<file path="config.mk">
export PLATFORM = sky130hd
export DESIGN_NAME = triangular_distribution_sampler_flat
export DESIGN_NICKNAME = d
export VERILOG_FILES = /design/src/rtl/tds_pkg.sv /design/src/rtl/tds_in_if.sv /design/src/rtl/tds_out_if.sv /design/src/rtl/tds_cfg_if.sv /design/src/rtl/tds_div.sv /design/src/rtl/tds_datapath.sv /design/src/rtl/tds_ctrl.sv /design/src/rtl/triangular_distribution_sampler.sv /design/src/flat_wrapper.sv
export VERILOG_INCLUDE_DIRS = /design/src /design/src/rtl
export SDC_FILE = /design/constraint.sdc
export NUM_CORES = 1
export LEC_CHECK = 0
export BUFFER_PORTS_ARGS = -buffer_cell sky130_fd_sc_hd__buf_4
export CAP_MARGIN = 0
export CORE_MARGIN = 2
export CORE_UTILIZATION = 60
export DETAILED_ROUTE_END_ITERATION = 12
export GPL_ROUTABILITY_DRIVEN = 0
export PLACE_DENSITY = 0.73
export RECOVER_POWER = 100
export SYNTH_ARGS = -nofsm -noshare
export SYNTH_HDL_FRONTEND = slang
export SYNTH_SLANG_ARGS = --single-unit
</file>
<file path="constraint.sdc">
create_clock -name i_clk -period 30.1 [get_ports i_clk]
set_input_delay 3.01 -clock i_clk [delete_from_list [all_inputs] [get_ports i_clk]]
set_output_delay 3.01 -clock i_clk [all_outputs]
set_load 0.05 [all_outputs]
</file>
<file path="src/rtl/assert_macros.svh">
// Assertion helpers shared by the RTL files.
`ifndef ASSERT_MACROS_SVH
`define ASSERT_MACROS_SVH

`ifndef NO_ASSERTIONS

// Checked on every rising edge outside reset
`define TDS_ASSERT(lbl, clk, rst_n, prop) \
    lbl: assert property (@(posedge clk) disable iff (!rst_n) (prop)) \
        else $error("tds assertion failed");

// Checked on every rising edge, reset included
`define TDS_ASSERT_NR(lbl, clk, prop) \
    lbl: assert property (@(posedge clk) (prop)) \
        else $error("tds assertion failed");

`else

`define TDS_ASSERT(lbl, clk, rst_n, prop)
`define TDS_ASSERT_NR(lbl, clk, prop)

`endif

`endif

</file>
<file path="src/rtl/tds_pkg.sv">
`default_nettype none

package tds_pkg;

    // Shape limits
    localparam longint unsigned RAND_LIMIT = 32767;
    localparam int unsigned     MAX_SPAN   = 256;

    // Widths
    localparam int DATA_W    = 32;
    localparam int VAL_W     = 16;
    localparam int DIFF_W    = VAL_W + 1;
    localparam int SPAN_W    = $clog2(MAX_SPAN + 1);
    localparam int STEP_W    = $clog2(MAX_SPAN);
    localparam int PMASS_W   = $clog2(RAND_LIMIT + 1);
    localparam int DIV_CNT_W = $clog2(DATA_W);
    localparam int CFG_IDX_W = 2;

    // Numerator of the peak mass
    localparam logic [DATA_W-1:0] PEAK_MASS_NUM = DATA_W'(RAND_LIMIT * 2);

    // Register reset values
    localparam logic signed [VAL_W-1:0] LOW_RESET  = 16'sd0;
    localparam logic signed [VAL_W-1:0] PEAK_RESET = 16'sd8;
    localparam logic signed [VAL_W-1:0] HIGH_RESET = 16'sd16;

    // Register indexes
    typedef enum logic [CFG_IDX_W-1:0] {
        REG_LOW  = 2'd0,
        REG_PEAK = 2'd1,
        REG_HIGH = 2'd2
    } t_cfg_reg;

    // Divisions run on the shared divider
    typedef enum logic [1:0] {
        DIV_PMASS,
        DIV_RISE,
        DIV_FALL,
        DIV_TARGET
    } t_div_op;

    typedef enum logic [2:0] {
        ST_IDLE,
        ST_DIV_GO,
        ST_DIV_WAIT,
        ST_MASS,
        ST_WALK,
        ST_OUTPUT
    } t_state;

    // Controller to datapath
    typedef struct packed {
        logic    load_word;
        logic    derive;
        logic    div_start;
        t_div_op div_op;
        logic    div_store;
        logic    walk_init;
        logic    walk_step;
        logic    mass_store;
        logic    out_load;
    } t_dp_cmd;

    // Datapath to controller
    typedef struct packed {
        logic derived_ready;
        logic cfg_bad;
        logic cfg_invalid;
        logic div_busy;
        logic div_done;
        logic walk_last;
        logic walk_hit;
        logic out_free;
    } t_dp_status;

endpackage

`default_nettype wire

</file>
<file path="src/rtl/tds_in_if.sv">
`default_nettype none

interface tds_in_if import tds_pkg::*; ();
    logic              valid;
    logic              ready;
    logic [DATA_W-1:0] random_word;

    modport source (output valid, output random_word, input ready);
    modport sink   (input valid, input random_word, output ready);
endinterface

`default_nettype wire

</file>
<file path="src/rtl/tds_out_if.sv">
`default_nettype none

interface tds_out_if import tds_pkg::*; ();
    logic                    valid;
    logic                    ready;
    logic signed [VAL_W-1:0] sample;
    logic                    config_error;

    modport source (output valid, output sample, output config_error, input ready);
    modport sink   (input valid, input sample, input config_error, output ready);
endinterface

`default_nettype wire

</file>
<file path="src/rtl/tds_cfg_if.sv">
`default_nettype none

interface tds_cfg_if import tds_pkg::*; ();
    logic                 valid;
    logic                 ready;
    logic [CFG_IDX_W-1:0] index;
    logic [VAL_W-1:0]     data;

    modport source (output valid, output index, output data, input ready);
    modport sink   (input valid, input index, input data, output ready);
endinterface

`default_nettype wire

</file>
<file path="src/rtl/tds_div.sv">
`default_nettype none

`include "assert_macros.svh"

// Restoring divider, one quotient bit per cycle
module tds_div import tds_pkg::*; (
    input  wire logic              i_clk,
    input  wire logic              i_rst_n,
    input  wire logic              i_start,
    input  wire logic [DATA_W-1:0] i_dividend,
    input  wire logic [DATA_W-1:0] i_divisor,
    output logic                   o_busy,
    output logic                   o_done,
    output logic [DATA_W-1:0]      o_quotient,
    output logic [DATA_W-1:0]      o_remainder
);

    logic                 r_busy;
    logic                 r_done;
    logic [DIV_CNT_W-1:0] r_cnt;
    logic [DATA_W-1:0]    r_quo;
    logic [DATA_W-1:0]    r_rem;
    logic [DATA_W-1:0]    r_div;

    logic [DATA_W:0]      shifted;
    logic                 fits;
    logic [DATA_W-1:0]    n_rem;

    // Trial subtraction of the divisor from the shifted remainder
    always_comb begin
        shifted = {r_rem, r_quo[DATA_W-1]};
        fits    = (shifted >= {1'b0, r_div});
        n_rem   = fits ? DATA_W'(shifted - {1'b0, r_div}) : shifted[DATA_W-1:0];
    end

    // Control: run one pass of DATA_W steps per start
    always_ff @(posedge i_clk) begin
        if (!i_rst_n) begin
            r_busy <= 1'b0;
            r_done <= 1'b0;
            r_cnt  <= '0;
        end else begin
            r_done <= 1'b0;
            if (i_start) begin
                r_busy <= 1'b1;
                r_cnt  <= '0;
            end else if (r_busy) begin
                r_cnt <= r_cnt + 1'b1;
                if (r_cnt == DIV_CNT_W'(DATA_W - 1)) begin
                    r_busy <= 1'b0;
                    r_done <= 1'b1;
                end
            end
        end
    end

    // Operands and partial results
    always_ff @(posedge i_clk) begin
        if (i_start) begin
            r_quo <= i_dividend;
            r_rem <= '0;
            r_div <= i_divisor;
        end else if (r_busy) begin
            r_quo <= {r_quo[DATA_W-2:0], fits};
            r_rem <= n_rem;
        end
    end

    assign o_busy      = r_busy;
    assign o_done      = r_done;
    assign o_quotient  = r_quo;
    assign o_remainder = r_rem;

    `TDS_ASSERT_NR(a_div_reset_idle, i_clk, !i_rst_n |=> !r_busy && !r_done)
    `TDS_ASSERT(a_div_done_after_busy, i_clk, i_rst_n, r_done |-> $past(r_busy))

endmodule

`default_nettype wire

</file>
<file path="src/rtl/tds_datapath.sv">
`default_nettype none

`include "assert_macros.svh"

module tds_datapath import tds_pkg::*; (
    input  wire logic                    i_clk,
    input  wire logic                    i_rst_n,
    input  wire t_dp_cmd                 i_cmd,
    output t_dp_status                   o_status,
    input  wire logic [DATA_W-1:0]       i_word,
    input  wire logic                    i_cfg_valid,
    input  wire logic [CFG_IDX_W-1:0]    i_cfg_index,
    input  wire logic [VAL_W-1:0]        i_cfg_data,
    output logic                         o_cfg_ready,
    output logic                         o_out_valid,
    input  wire logic                    i_out_ready,
    output logic signed [VAL_W-1:0]      o_sample,
    output logic                         o_config_error
);

    localparam logic signed [DIFF_W-1:0] SPAN_LIMIT = DIFF_W'(MAX_SPAN);

    // Configuration and derived state
    logic signed [VAL_W-1:0] r_low;
    logic signed [VAL_W-1:0] r_peak;
    logic signed [VAL_W-1:0] r_high;
    logic                    r_derived_ready;
    logic                    r_cfg_bad;
    logic [PMASS_W-1:0]      r_pmass;
    logic [DATA_W-1:0]       r_rise;
    logic [DATA_W-1:0]       r_fall;
    logic [DATA_W-1:0]       r_total;

    // Per-request state
    logic [DATA_W-1:0]       r_word;
    logic [DATA_W-1:0]       r_target;
    logic [DATA_W-1:0]       r_w;
    logic [DATA_W-1:0]       r_cum;
    logic [STEP_W-1:0]       r_step;

    // Result register
    logic                    r_out_valid;
    logic signed [VAL_W-1:0] r_sample;
    logic                    r_config_error;

    logic signed [DIFF_W-1:0] d_lp;
    logic signed [DIFF_W-1:0] d_hp;
    logic signed [DIFF_W-1:0] d_hl;
    logic                     cfg_invalid;
    logic [SPAN_W-1:0]        span;
    logic [SPAN_W-1:0]        rise_len;
    logic [SPAN_W-1:0]        fall_len;
    logic [DATA_W-1:0]        delta;
    logic [DATA_W-1:0]        w_next;
    logic [DATA_W-1:0]        cum_next;
    logic                     walk_hit;
    logic                     walk_last;
    logic [VAL_W-1:0]         hit_value;
    logic [DATA_W-1:0]        div_dividend;
    logic [DATA_W-1:0]        div_divisor;
    logic                     div_busy;
    logic                     div_done;
    logic [DATA_W-1:0]        div_quotient;
    logic [DATA_W-1:0]        div_remainder;

    // Shape of the triangle from the registers
    always_comb begin
        d_lp        = DIFF_W'(r_peak) - DIFF_W'(r_low);
        d_hp        = DIFF_W'(r_high) - DIFF_W'(r_peak);
        d_hl        = DIFF_W'(r_high) - DIFF_W'(r_low);
        cfg_invalid = !((d_lp > 0) && (d_hp > 0) && (d_hl <= SPAN_LIMIT));
        span        = d_hl[SPAN_W-1:0];
        rise_len    = d_lp[SPAN_W-1:0];
        fall_len    = d_hp[SPAN_W-1:0];
    end

    // Weight change for the current value, then the running sums
    always_comb begin
        priority if (r_step == '0) begin
            delta = r_rise >> 1;
        end else if (SPAN_W'(r_step) < rise_len) begin
            delta = r_rise;
        end else if (SPAN_W'(r_step) == rise_len) begin
            delta = (r_rise >> 1) - (r_fall >> 1);
        end else begin
            delta = '0 - r_fall;
        end
        w_next    = r_w + delta;
        cum_next  = r_cum + w_next;
        walk_hit  = (r_target < cum_next);
        walk_last = (SPAN_W'(r_step) == SPAN_W'(span - 1'b1));
        hit_value = r_low + VAL_W'(r_step);
    end

    // Divider operands per operation
    always_comb begin
        unique case (i_cmd.div_op)
            DIV_PMASS: begin
                div_dividend = PEAK_MASS_NUM;
                div_divisor  = DATA_W'(span);
            end
            DIV_RISE: begin
                div_dividend = DATA_W'(r_pmass);
                div_divisor  = DATA_W'(rise_len);
            end
            DIV_FALL: begin
                div_dividend = DATA_W'(r_pmass);
                div_divisor  = DATA_W'(fall_len);
            end
            DIV_TARGET: begin
                div_dividend = r_word;
                div_divisor  = r_total;
            end
            default: begin
                div_dividend = r_word;
                div_divisor  = r_total;
            end
        endcase
    end

    tds_div u_div (
        .i_clk       (i_clk),
        .i_rst_n     (i_rst_n),
        .i_start     (i_cmd.div_start),
        .i_dividend  (div_dividend),
        .i_divisor   (div_divisor),
        .o_busy      (div_busy),
        .o_done      (div_done),
        .o_quotient  (div_quotient),
        .o_remainder (div_remainder)
    );

    // Configuration writes and derivation flags
    always_ff @(posedge i_clk) begin
        if (!i_rst_n) begin
            r_low           <= LOW_RESET;
            r_peak          <= PEAK_RESET;
            r_high          <= HIGH_RESET;
            r_derived_ready <= 1'b0;
            r_cfg_bad       <= 1'b0;
        end else begin
            if (i_cfg_valid) begin
                unique case (i_cfg_index)
                    REG_LOW: begin
                        r_low           <= i_cfg_data;
                        r_derived_ready <= 1'b0;
                    end
                    REG_PEAK: begin
                        r_peak          <= i_cfg_data;
                        r_derived_ready <= 1'b0;
                    end
                    REG_HIGH: begin
                        r_high          <= i_cfg_data;
                        r_derived_ready <= 1'b0;
                    end
                    default: begin
                    end
                endcase
            end
            if (i_cmd.derive) begin
                r_cfg_bad <= cfg_invalid;
                if (cfg_invalid) begin
                    r_derived_ready <= 1'b1;
                end
            end
            if (i_cmd.mass_store) begin
                r_derived_ready <= 1'b1;
            end
        end
    end

    // Derived steps, target and walk registers
    always_ff @(posedge i_clk) begin
        if (i_cmd.load_word) begin
            r_word <= i_word;
        end
        if (i_cmd.derive && cfg_invalid) begin
            r_rise  <= '0;
            r_fall  <= '0;
            r_total <= '0;
        end
        if (i_cmd.div_store) begin
            unique case (i_cmd.div_op)
                DIV_PMASS:  r_pmass  <= div_quotient[PMASS_W-1:0];
                DIV_RISE:   r_rise   <= div_quotient;
                DIV_FALL:   r_fall   <= div_quotient + 1'b1;
                DIV_TARGET: r_target <= (r_total == '0) ? '0 : div_remainder;
                default:    r_target <= '0;
            endcase
        end
        if (i_cmd.walk_init) begin
            r_w    <= '0;
            r_cum  <= '0;
            r_step <= '0;
        end else if (i_cmd.walk_step) begin
            r_w    <= w_next;
            r_cum  <= cum_next;
            r_step <= r_step + 1'b1;
        end
        if (i_cmd.mass_store) begin
            r_total <= cum_next;
        end
    end

    // Result register: hold until the receiver takes the sample
    always_ff @(posedge i_clk) begin
        if (!i_rst_n) begin
            r_out_valid <= 1'b0;
        end else if (i_cmd.out_load) begin
            r_out_valid <= 1'b1;
        end else if (i_out_ready) begin
            r_out_valid <= 1'b0;
        end
    end

    always_ff @(posedge i_clk) begin
        if (i_cmd.out_load) begin
            r_config_error <= r_cfg_bad;
            priority if (r_cfg_bad) begin
                r_sample <= r_low;
            end else if (walk_hit) begin
                r_sample <= hit_value;
            end else begin
                r_sample <= r_high;
            end
        end
    end

    always_comb begin
        o_status.derived_ready = r_derived_ready;
        o_status.cfg_bad       = r_cfg_bad;
        o_status.cfg_invalid   = cfg_invalid;
        o_status.div_busy      = div_busy;
        o_status.div_done      = div_done;
        o_status.walk_last     = walk_last;
        o_status.walk_hit      = walk_hit;
        o_status.out_free      = !r_out_valid || i_out_ready;
    end

    assign o_cfg_ready    = 1'b1;
    assign o_out_valid    = r_out_valid;
    assign o_sample       = r_sample;
    assign o_config_error = r_config_error;

    `TDS_ASSERT(a_bad_cfg_zero_state, i_clk, i_rst_n, (r_cfg_bad && r_derived_ready) |-> (r_rise == '0 && r_fall == '0 && r_total == '0))
    `TDS_ASSERT(a_fall_step_nonzero, i_clk, i_rst_n, (r_derived_ready && !r_cfg_bad) |-> (r_fall != '0))

endmodule

`default_nettype wire

</file>
<file path="src/rtl/tds_ctrl.sv">
`default_nettype none

`include "assert_macros.svh"

module tds_ctrl import tds_pkg::*; (
    input  wire logic       i_clk,
    input  wire logic       i_rst_n,
    input  wire logic       i_in_valid,
    output logic            o_in_ready,
    input  wire t_dp_status i_status,
    output t_dp_cmd         o_cmd
);

    t_state  r_state;
    t_state  n_state;
    t_div_op r_op;
    t_div_op n_op;

    // State and pending division
    always_ff @(posedge i_clk) begin
        if (!i_rst_n) begin
            r_state <= ST_IDLE;
            r_op    <= DIV_PMASS;
        end else begin
            r_state <= n_state;
            r_op    <= n_op;
        end
    end

    // Next state and commands
    always_comb begin
        n_state      = r_state;
        n_op         = r_op;
        o_cmd        = '0;
        o_cmd.div_op = r_op;
        o_in_ready   = 1'b0;
        unique case (r_state)
            ST_IDLE: begin
                o_in_ready = 1'b1;
                if (i_in_valid) begin
                    o_cmd.load_word = 1'b1;
                    if (!i_status.derived_ready) begin
                        o_cmd.derive = 1'b1;
                        if (i_status.cfg_invalid) begin
                            n_state = ST_OUTPUT;
                        end else begin
                            n_op    = DIV_PMASS;
                            n_state = ST_DIV_GO;
                        end
                    end else if (i_status.cfg_bad) begin
                        n_state = ST_OUTPUT;
                    end else begin
                        n_op    = DIV_TARGET;
                        n_state = ST_DIV_GO;
                    end
                end
            end
            ST_DIV_GO: begin
                o_cmd.div_start = 1'b1;
                n_state         = ST_DIV_WAIT;
            end
            ST_DIV_WAIT: begin
                if (i_status.div_done) begin
                    o_cmd.div_store = 1'b1;
                    unique case (r_op)
                        DIV_PMASS: begin
                            n_op    = DIV_RISE;
                            n_state = ST_DIV_GO;
                        end
                        DIV_RISE: begin
                            n_op    = DIV_FALL;
                            n_state = ST_DIV_GO;
                        end
                        DIV_FALL: begin
                            o_cmd.walk_init = 1'b1;
                            n_state         = ST_MASS;
                        end
                        DIV_TARGET: begin
                            o_cmd.walk_init = 1'b1;
                            n_state         = ST_WALK;
                        end
                        default: begin
                            n_state = ST_IDLE;
                        end
                    endcase
                end
            end
            ST_MASS: begin
                // Accumulate the total mass over the whole span
                o_cmd.walk_step = 1'b1;
                if (i_status.walk_last) begin
                    o_cmd.mass_store = 1'b1;
                    n_op             = DIV_TARGET;
                    n_state          = ST_DIV_GO;
                end
            end
            ST_WALK: begin
                // Stop on the first value past the target or at the top
                if (i_status.walk_hit || i_status.walk_last) begin
                    n_state = ST_OUTPUT;
                end else begin
                    o_cmd.walk_step = 1'b1;
                end
            end
            ST_OUTPUT: begin
                if (i_status.out_free) begin
                    o_cmd.out_load = 1'b1;
                    n_state        = ST_IDLE;
                end
            end
            default: begin
                n_state = ST_IDLE;
            end
        endcase
    end

    `TDS_ASSERT(a_div_start_free, i_clk, i_rst_n, o_cmd.div_start |-> (!i_status.div_busy && !i_status.div_done))
    `TDS_ASSERT(a_div_start_runs, i_clk, i_rst_n, o_cmd.div_start |=> i_status.div_busy)
    `TDS_ASSERT(a_out_load_free, i_clk, i_rst_n, o_cmd.out_load |-> i_status.out_free)

endmodule

`default_nettype wire

</file>
<file path="src/rtl/triangular_distribution_sampler.sv">
// Triangular distribution sampler.
// i_req carries one 32-bit uniform random word per request; o_rsp returns one
// signed 16-bit sample and a config_error flag for each request, in order.
// i_cfg writes low (index 0), peak (index 1) and high (index 2); it is always
// ready, unused indexes are ignored, and writes belong only in idle periods.
// A request runs through one 32-step serial divider (word modulo total mass),
// walks the span (at most 256 values) one value per cycle until the running
// weight passes the target or the walk reaches the top value, and then loads
// the output register once it is free. The first request after reset or a
// register write also derives the peak mass, rising and falling steps (three
// divisions) and the total mass (one walk over the span).
// An invalid setting returns low with config_error set.
// One request is in work at a time; the next one is taken as soon as the
// result sits in the output register, even while the receiver stalls it.
// Reset restores low 0, peak 8, high 16 and marks the derived values stale.
`default_nettype none

module triangular_distribution_sampler import tds_pkg::*; (
    input  wire logic  i_clk,
    input  wire logic  i_rst_n,
    tds_in_if.sink     i_req,
    tds_out_if.source  o_rsp,
    tds_cfg_if.sink    i_cfg
);

    t_dp_cmd    cmd;
    t_dp_status status;

    tds_ctrl u_ctrl (
        .i_clk      (i_clk),
        .i_rst_n    (i_rst_n),
        .i_in_valid (i_req.valid),
        .o_in_ready (i_req.ready),
        .i_status   (status),
        .o_cmd      (cmd)
    );

    tds_datapath u_dp (
        .i_clk          (i_clk),
        .i_rst_n        (i_rst_n),
        .i_cmd          (cmd),
        .o_status       (status),
        .i_word         (i_req.random_word),
        .i_cfg_valid    (i_cfg.valid),
        .i_cfg_index    (i_cfg.index),
        .i_cfg_data     (i_cfg.data),
        .o_cfg_ready    (i_cfg.ready),
        .o_out_valid    (o_rsp.valid),
        .i_out_ready    (o_rsp.ready),
        .o_sample       (o_rsp.sample),
        .o_config_error (o_rsp.config_error)
    );

endmodule

`default_nettype wire

</file>
<file path="src/flat_wrapper.sv">
// flat-port wrapper written by rule: the top's interface ports become plain ports
module triangular_distribution_sampler_flat import tds_pkg::*;
  (i_clk, i_rst_n, i_req_valid, i_req_random_word, i_req_ready, o_rsp_valid, o_rsp_sample, o_rsp_config_error, o_rsp_ready, i_cfg_valid, i_cfg_index, i_cfg_data, i_cfg_ready);
  tds_in_if i_req_i ();
  tds_out_if o_rsp_i ();
  tds_cfg_if i_cfg_i ();
  input  wire logic i_clk;
  input  wire logic i_rst_n;
  input wire logic [$bits(i_req_i.valid)-1:0] i_req_valid;
  input wire logic [$bits(i_req_i.random_word)-1:0] i_req_random_word;
  output wire logic [$bits(i_req_i.ready)-1:0] i_req_ready;
  output wire logic [$bits(o_rsp_i.valid)-1:0] o_rsp_valid;
  output wire logic [$bits(o_rsp_i.sample)-1:0] o_rsp_sample;
  output wire logic [$bits(o_rsp_i.config_error)-1:0] o_rsp_config_error;
  input wire logic [$bits(o_rsp_i.ready)-1:0] o_rsp_ready;
  input wire logic [$bits(i_cfg_i.valid)-1:0] i_cfg_valid;
  input wire logic [$bits(i_cfg_i.index)-1:0] i_cfg_index;
  input wire logic [$bits(i_cfg_i.data)-1:0] i_cfg_data;
  output wire logic [$bits(i_cfg_i.ready)-1:0] i_cfg_ready;
  assign i_req_i.valid = i_req_valid;
  assign i_req_i.random_word = i_req_random_word;
  assign i_req_ready = i_req_i.ready;
  assign o_rsp_valid = o_rsp_i.valid;
  assign o_rsp_sample = o_rsp_i.sample;
  assign o_rsp_config_error = o_rsp_i.config_error;
  assign o_rsp_i.ready = o_rsp_ready;
  assign i_cfg_i.valid = i_cfg_valid;
  assign i_cfg_i.index = i_cfg_index;
  assign i_cfg_i.data = i_cfg_data;
  assign i_cfg_ready = i_cfg_i.ready;
  triangular_distribution_sampler u_core (.i_clk(i_clk), .i_rst_n(i_rst_n), .i_req(i_req_i), .o_rsp(o_rsp_i), .i_cfg(i_cfg_i));
endmodule
</file>
==> impl_metrics.env <==
export IMPL_final_nets=3645
export IMPL_vdd_drop_max_v=0.0000714
export IMPL_num_io_pins=75
export IMPL_most_common_layout_cells="393 x nand2_1, 273 x nor2_1, 267 x a21oi_1, 245 x o21ai_0, 232 x ha_1"
export IMPL_syn_avg_cell_area_um2=8.53
export IMPL_core_area_mm2=0.0468
export IMPL_row_count=79
export IMPL_cts_resized=0
export IMPL_period_share=0.581
export IMPL_pwr_share_clk=0.174
export IMPL_synth_ff_type="dfxtp_1"
export IMPL_maxSlewHeadroom=-1.46
export IMPL_grt_first_pass_wirelength_um=122000
export IMPL_initial_core_util=0.611
export IMPL_dpl_instance_area_mm2=0.0296
export IMPL_cts_sinks=423
export IMPL_root_buffer="clkbuf_16"
export IMPL_worst_path_max_delay_cell="clkbuf_1"
export IMPL_internal_power_uw=1770
export IMPL_n_antenna_cell=0
export IMPL_leakage_uw=0.0127
export IMPL_grt_max_degree=79
export IMPL_p_seq_frac=0.289
export IMPL_area_growth_pct=7.93
export IMPL_postCtsSetupBuffers=0
export IMPL_synth_edf_count=192
export IMPL_setup_viol=0
export IMPL_arrival_ns=17.89
export IMPL_critPathLaunchType="register"
export IMPL_reg2reg_depth=48
export IMPL_syn_num_nets=3646
export IMPL_max_cap_viol_count=14
export IMPL_violations="max-capacitance violations, max-slew violations"
export IMPL_clock_insertion_delay_worst_skew_ns=0.58
export IMPL_syn_instance_count=3351
export IMPL_crit_path_end="u_core.u_dp.r_cum[29]$_SDFFE_PP0P_"
export IMPL_hold_worst_slack_ns=0.477
export IMPL_dpl_hpwl_um=58000
export IMPL_cp_common_cell="a21oi_1"
export IMPL_reg2reg_to="u_core.u_dp.r_cum[29]$_SDFFE_PP0P_"
export IMPL_grt_pass1_vias=23472
export IMPL_wire_per_inst_um=19.2
export IMPL_drc_errors=0
export IMPL_ys_warn_count=0
export IMPL_finalMaxSlewViolations=605
export IMPL_fmax_mhz=57.2
export IMPL_path_clk_slew_ns=0.06
export IMPL_crit_start="u_core.u_dp.r_low[1]$_SDFFE_PN0P_"
export IMPL_synthesis_area_mm2=0.0286
export IMPL_combPwrFrac=0.537
export IMPL_dp_cells=3909
export IMPL_required_ns=30.52
export IMPL_hold_path_startpoint="u_core.u_dp.r_cum[29]$_SDFFE_PP0P_"
export IMPL_drt_iter0_drc=2255
export IMPL_synth_seq_area_share=0.363
export IMPL_worstMarginPinSlew_ns=3.69
export IMPL_critical_path_max_stage_delay_ns=2.67
export IMPL_cp_max_fo=78
export IMPL_cts_tree="built"
export IMPL_power_switching_share=0.442
export IMPL_fin_setup_tns_ns=0
export IMPL_rsz0062_at_grt="false"
export IMPL_final_common_cell="nand2_1"
export IMPL_synthArstFlopShare=0
export IMPL_fin_area_mm2=0.0309
export IMPL_vias=25018
export IMPL_final_cells=3994
export IMPL_p_switching_uw=1410
export IMPL_ys_seq_elements=423
export IMPL_cts_inserted_buffers=46
export IMPL_fin_crit_ns=17.48
export IMPL_cp_end_kind="register"
export IMPL_yosysUniqueCellTypes=90
export IMPL_fin_skew_ns=0.0216
export IMPL_die_h_um=222
export IMPL_finalHoldViolations=0
export IMPL_grt_usage=0.302
export IMPL_critPathKind="reg -> reg"
export IMPL_die_area_mm2=0.0494
export IMPL_drt_wl_total_um=76600
export IMPL_r2r_start="u_core.u_dp.r_low[1]$_SDFFE_PN0P_"
export IMPL_htree_levels=2
export IMPL_dr_pass1_iters=6
export IMPL_outcome="finished with violations"
export IMPL_detail_route_antenna_nets=0
export IMPL_drive_above_1_share=0.0487
export IMPL_portBuffers=73
export IMPL_grt_overflow=0
export IMPL_power_density_mw_per_mm2=103
export IMPL_antenna_found_initial=1
export IMPL_clockBufferDepth=3
export IMPL_rrSetupSlack_ns=12.62
export IMPL_avgViaCountPerCell=6.26
export IMPL_postCtsHoldBufs=0
export IMPL_hold_class="reg -> reg"
export IMPL_die_x_um=222
==> final cells by class <==
class                   instances  area (um2)
flip-flops and latches        423       10400
multi-input cells            2603       17000
well taps                     607         759
inverters                     179         672
clock inverters                23         174
repair buffers                 97         582
clock buffers                  62        1290
fillers                      3900       15900
==> power groups by stage <==
| stage | combinational (uW) | sequential [uW] | clock, uW |
|---|---|---|---|
| finish | 1710 | 919 | 554 |
| global route | 1880 | 934 | 585 |
| CTS | 1690 | 913 | 563 |
| detailed placement | 1680 | 923 | 0 |
| global placement | 1610 | 919 | 0 |
| floorplan | 1270 | 880 | 0 |
==> state kept, by name, indices dropped and copies added (netlist names), 2 cells and up <==
| name | count |
|---|---|
| u_core.u_dp.r_pmass | 15 |
| u_core.u_dp.r_rise | 32 |
| u_core.u_ctrl.r_op | 2 |
| u_core.u_dp.r_w | 32 |
| u_core.u_ctrl.r_state | 3 |
| u_core.u_dp.u_div.r_cnt | 5 |
| u_core.u_dp.r_step | 8 |
| u_core.u_dp.r_peak | 16 |
| u_core.u_dp.r_low | 16 |
| u_core.u_dp.o_sample | 16 |
| u_core.u_dp.r_high | 16 |
| u_core.u_dp.u_div.o_quotient | 32 |
| u_core.u_dp.r_cum | 32 |
| u_core.u_dp.r_word | 32 |
| u_core.u_dp.u_div.r_div | 32 |
| u_core.u_dp.r_target | 32 |
| u_core.u_dp.r_fall | 32 |
| u_core.u_dp.r_total | 32 |
| u_core.u_dp.u_div.o_remainder | 32 |
==> stage by stage <==
step / power, uW / utilization / setup slack, ns
after CTS: 3160 / 0.663 / 18.02
after global routing: 3400 / 0.660 / 11.07
final: 3180 / 0.660 / 12.62
after floorplan: 2150 / - / 20.24
after global placement: 2530 / 0.632 / 18.49
after detailed placement: 2600 / 0.632 / 18.07
==> synth_stat cells (all sizes together), types with 7 or more instances <==
cell	count	area [um2]
o21a	33	248
or3	19	120
clkbuf	126	474
buf	20	95.1
edfxtp	192	5770
nor3	52	260
a211o	7	61.3
nor4	27	184
a21o	72	541
xnor2	141	1230
o22a	7	61.3
o22ai	37	231
a221oi	22	193
a31oi	23	144
o211ai	33	248
nand3b	7	52.6
o31ai	24	180
nand4	43	284
nor2b	61	382
or4	7	60.1
inv	177	664
o21bai	26	195
and2	38	238
dfxtp	231	4620
xor2	66	578
a211oi	24	185
o21ai	247	1240
or2	11	68.8
mux2i	71	711
a221o	7	70.1
a21oi	268	1340
nand2	395	1480
nor3b	10	75.1
a31o	7	61.3
ha	232	2900
fa	8	160
nand3	80	400
a2111oi	10	87.6
nand2b	66	413
and4	8	70.1
nor2	274	1030
and3	44	275
==> per-layer routing <==
layer  GRT usage  share of wire
met5           0        0.00017
met2       0.484           0.45
met4       0.129          0.042
met1       0.413           0.44
met3      0.0395          0.068
==> cells by family (layout without fill, tap and decap cells) <==
family | count (synthesis) | in the layout | synth area share
and+or+nand+nor | 1160 | 1160 | 0.194
buffers and inverters | 325 | 361 | 0.0434
xor gates and xnor gates | 208 | 208 | 0.0642
muxes | 73 | 73 | 0.0257
other | 1 | 1 | 0.000131
adders and majority gates | 240 | 240 | 0.107
AOI/OAI and AO/OA | 921 | 921 | 0.201
DFF | 423 | 423 | 0.363
==> how the worst min path moves through the flow <==
stage / endpoint / slack (ns) / cells after the start
after floorplan: u_core.u_dp.r_pmass[11]$_DFFE_PP_ / 0.42 / 0
after global placement: u_core.u_dp.r_cum[29]$_SDFFE_PP0P_ / 0.45 / 2
after detailed placement: u_core.u_dp.r_high[0]$_SDFFE_PN0P_ / 0.45 / 2
after CTS: u_core.u_dp.r_low[1]$_SDFFE_PN0P_ / 0.48 / 2
after global routing: u_core.u_dp.r_cum[29]$_SDFFE_PP0P_ / 0.49 / 2
final: u_core.u_dp.r_cum[29]$_SDFFE_PP0P_ / 0.48 / 2
==> worst max-delay path, delay by kind of cell, from the launching register on <==
family	cells	cell delay, ns
simple gates	6	1.03
buf+inv	7	7.17
mux	1	0.26
flops	1	0.32
compound gates	24	5.65
xor+xnor	4	0.85
fa+ha+maj	6	1.94
Note: power is estimated with default switching activity, not from simulation.
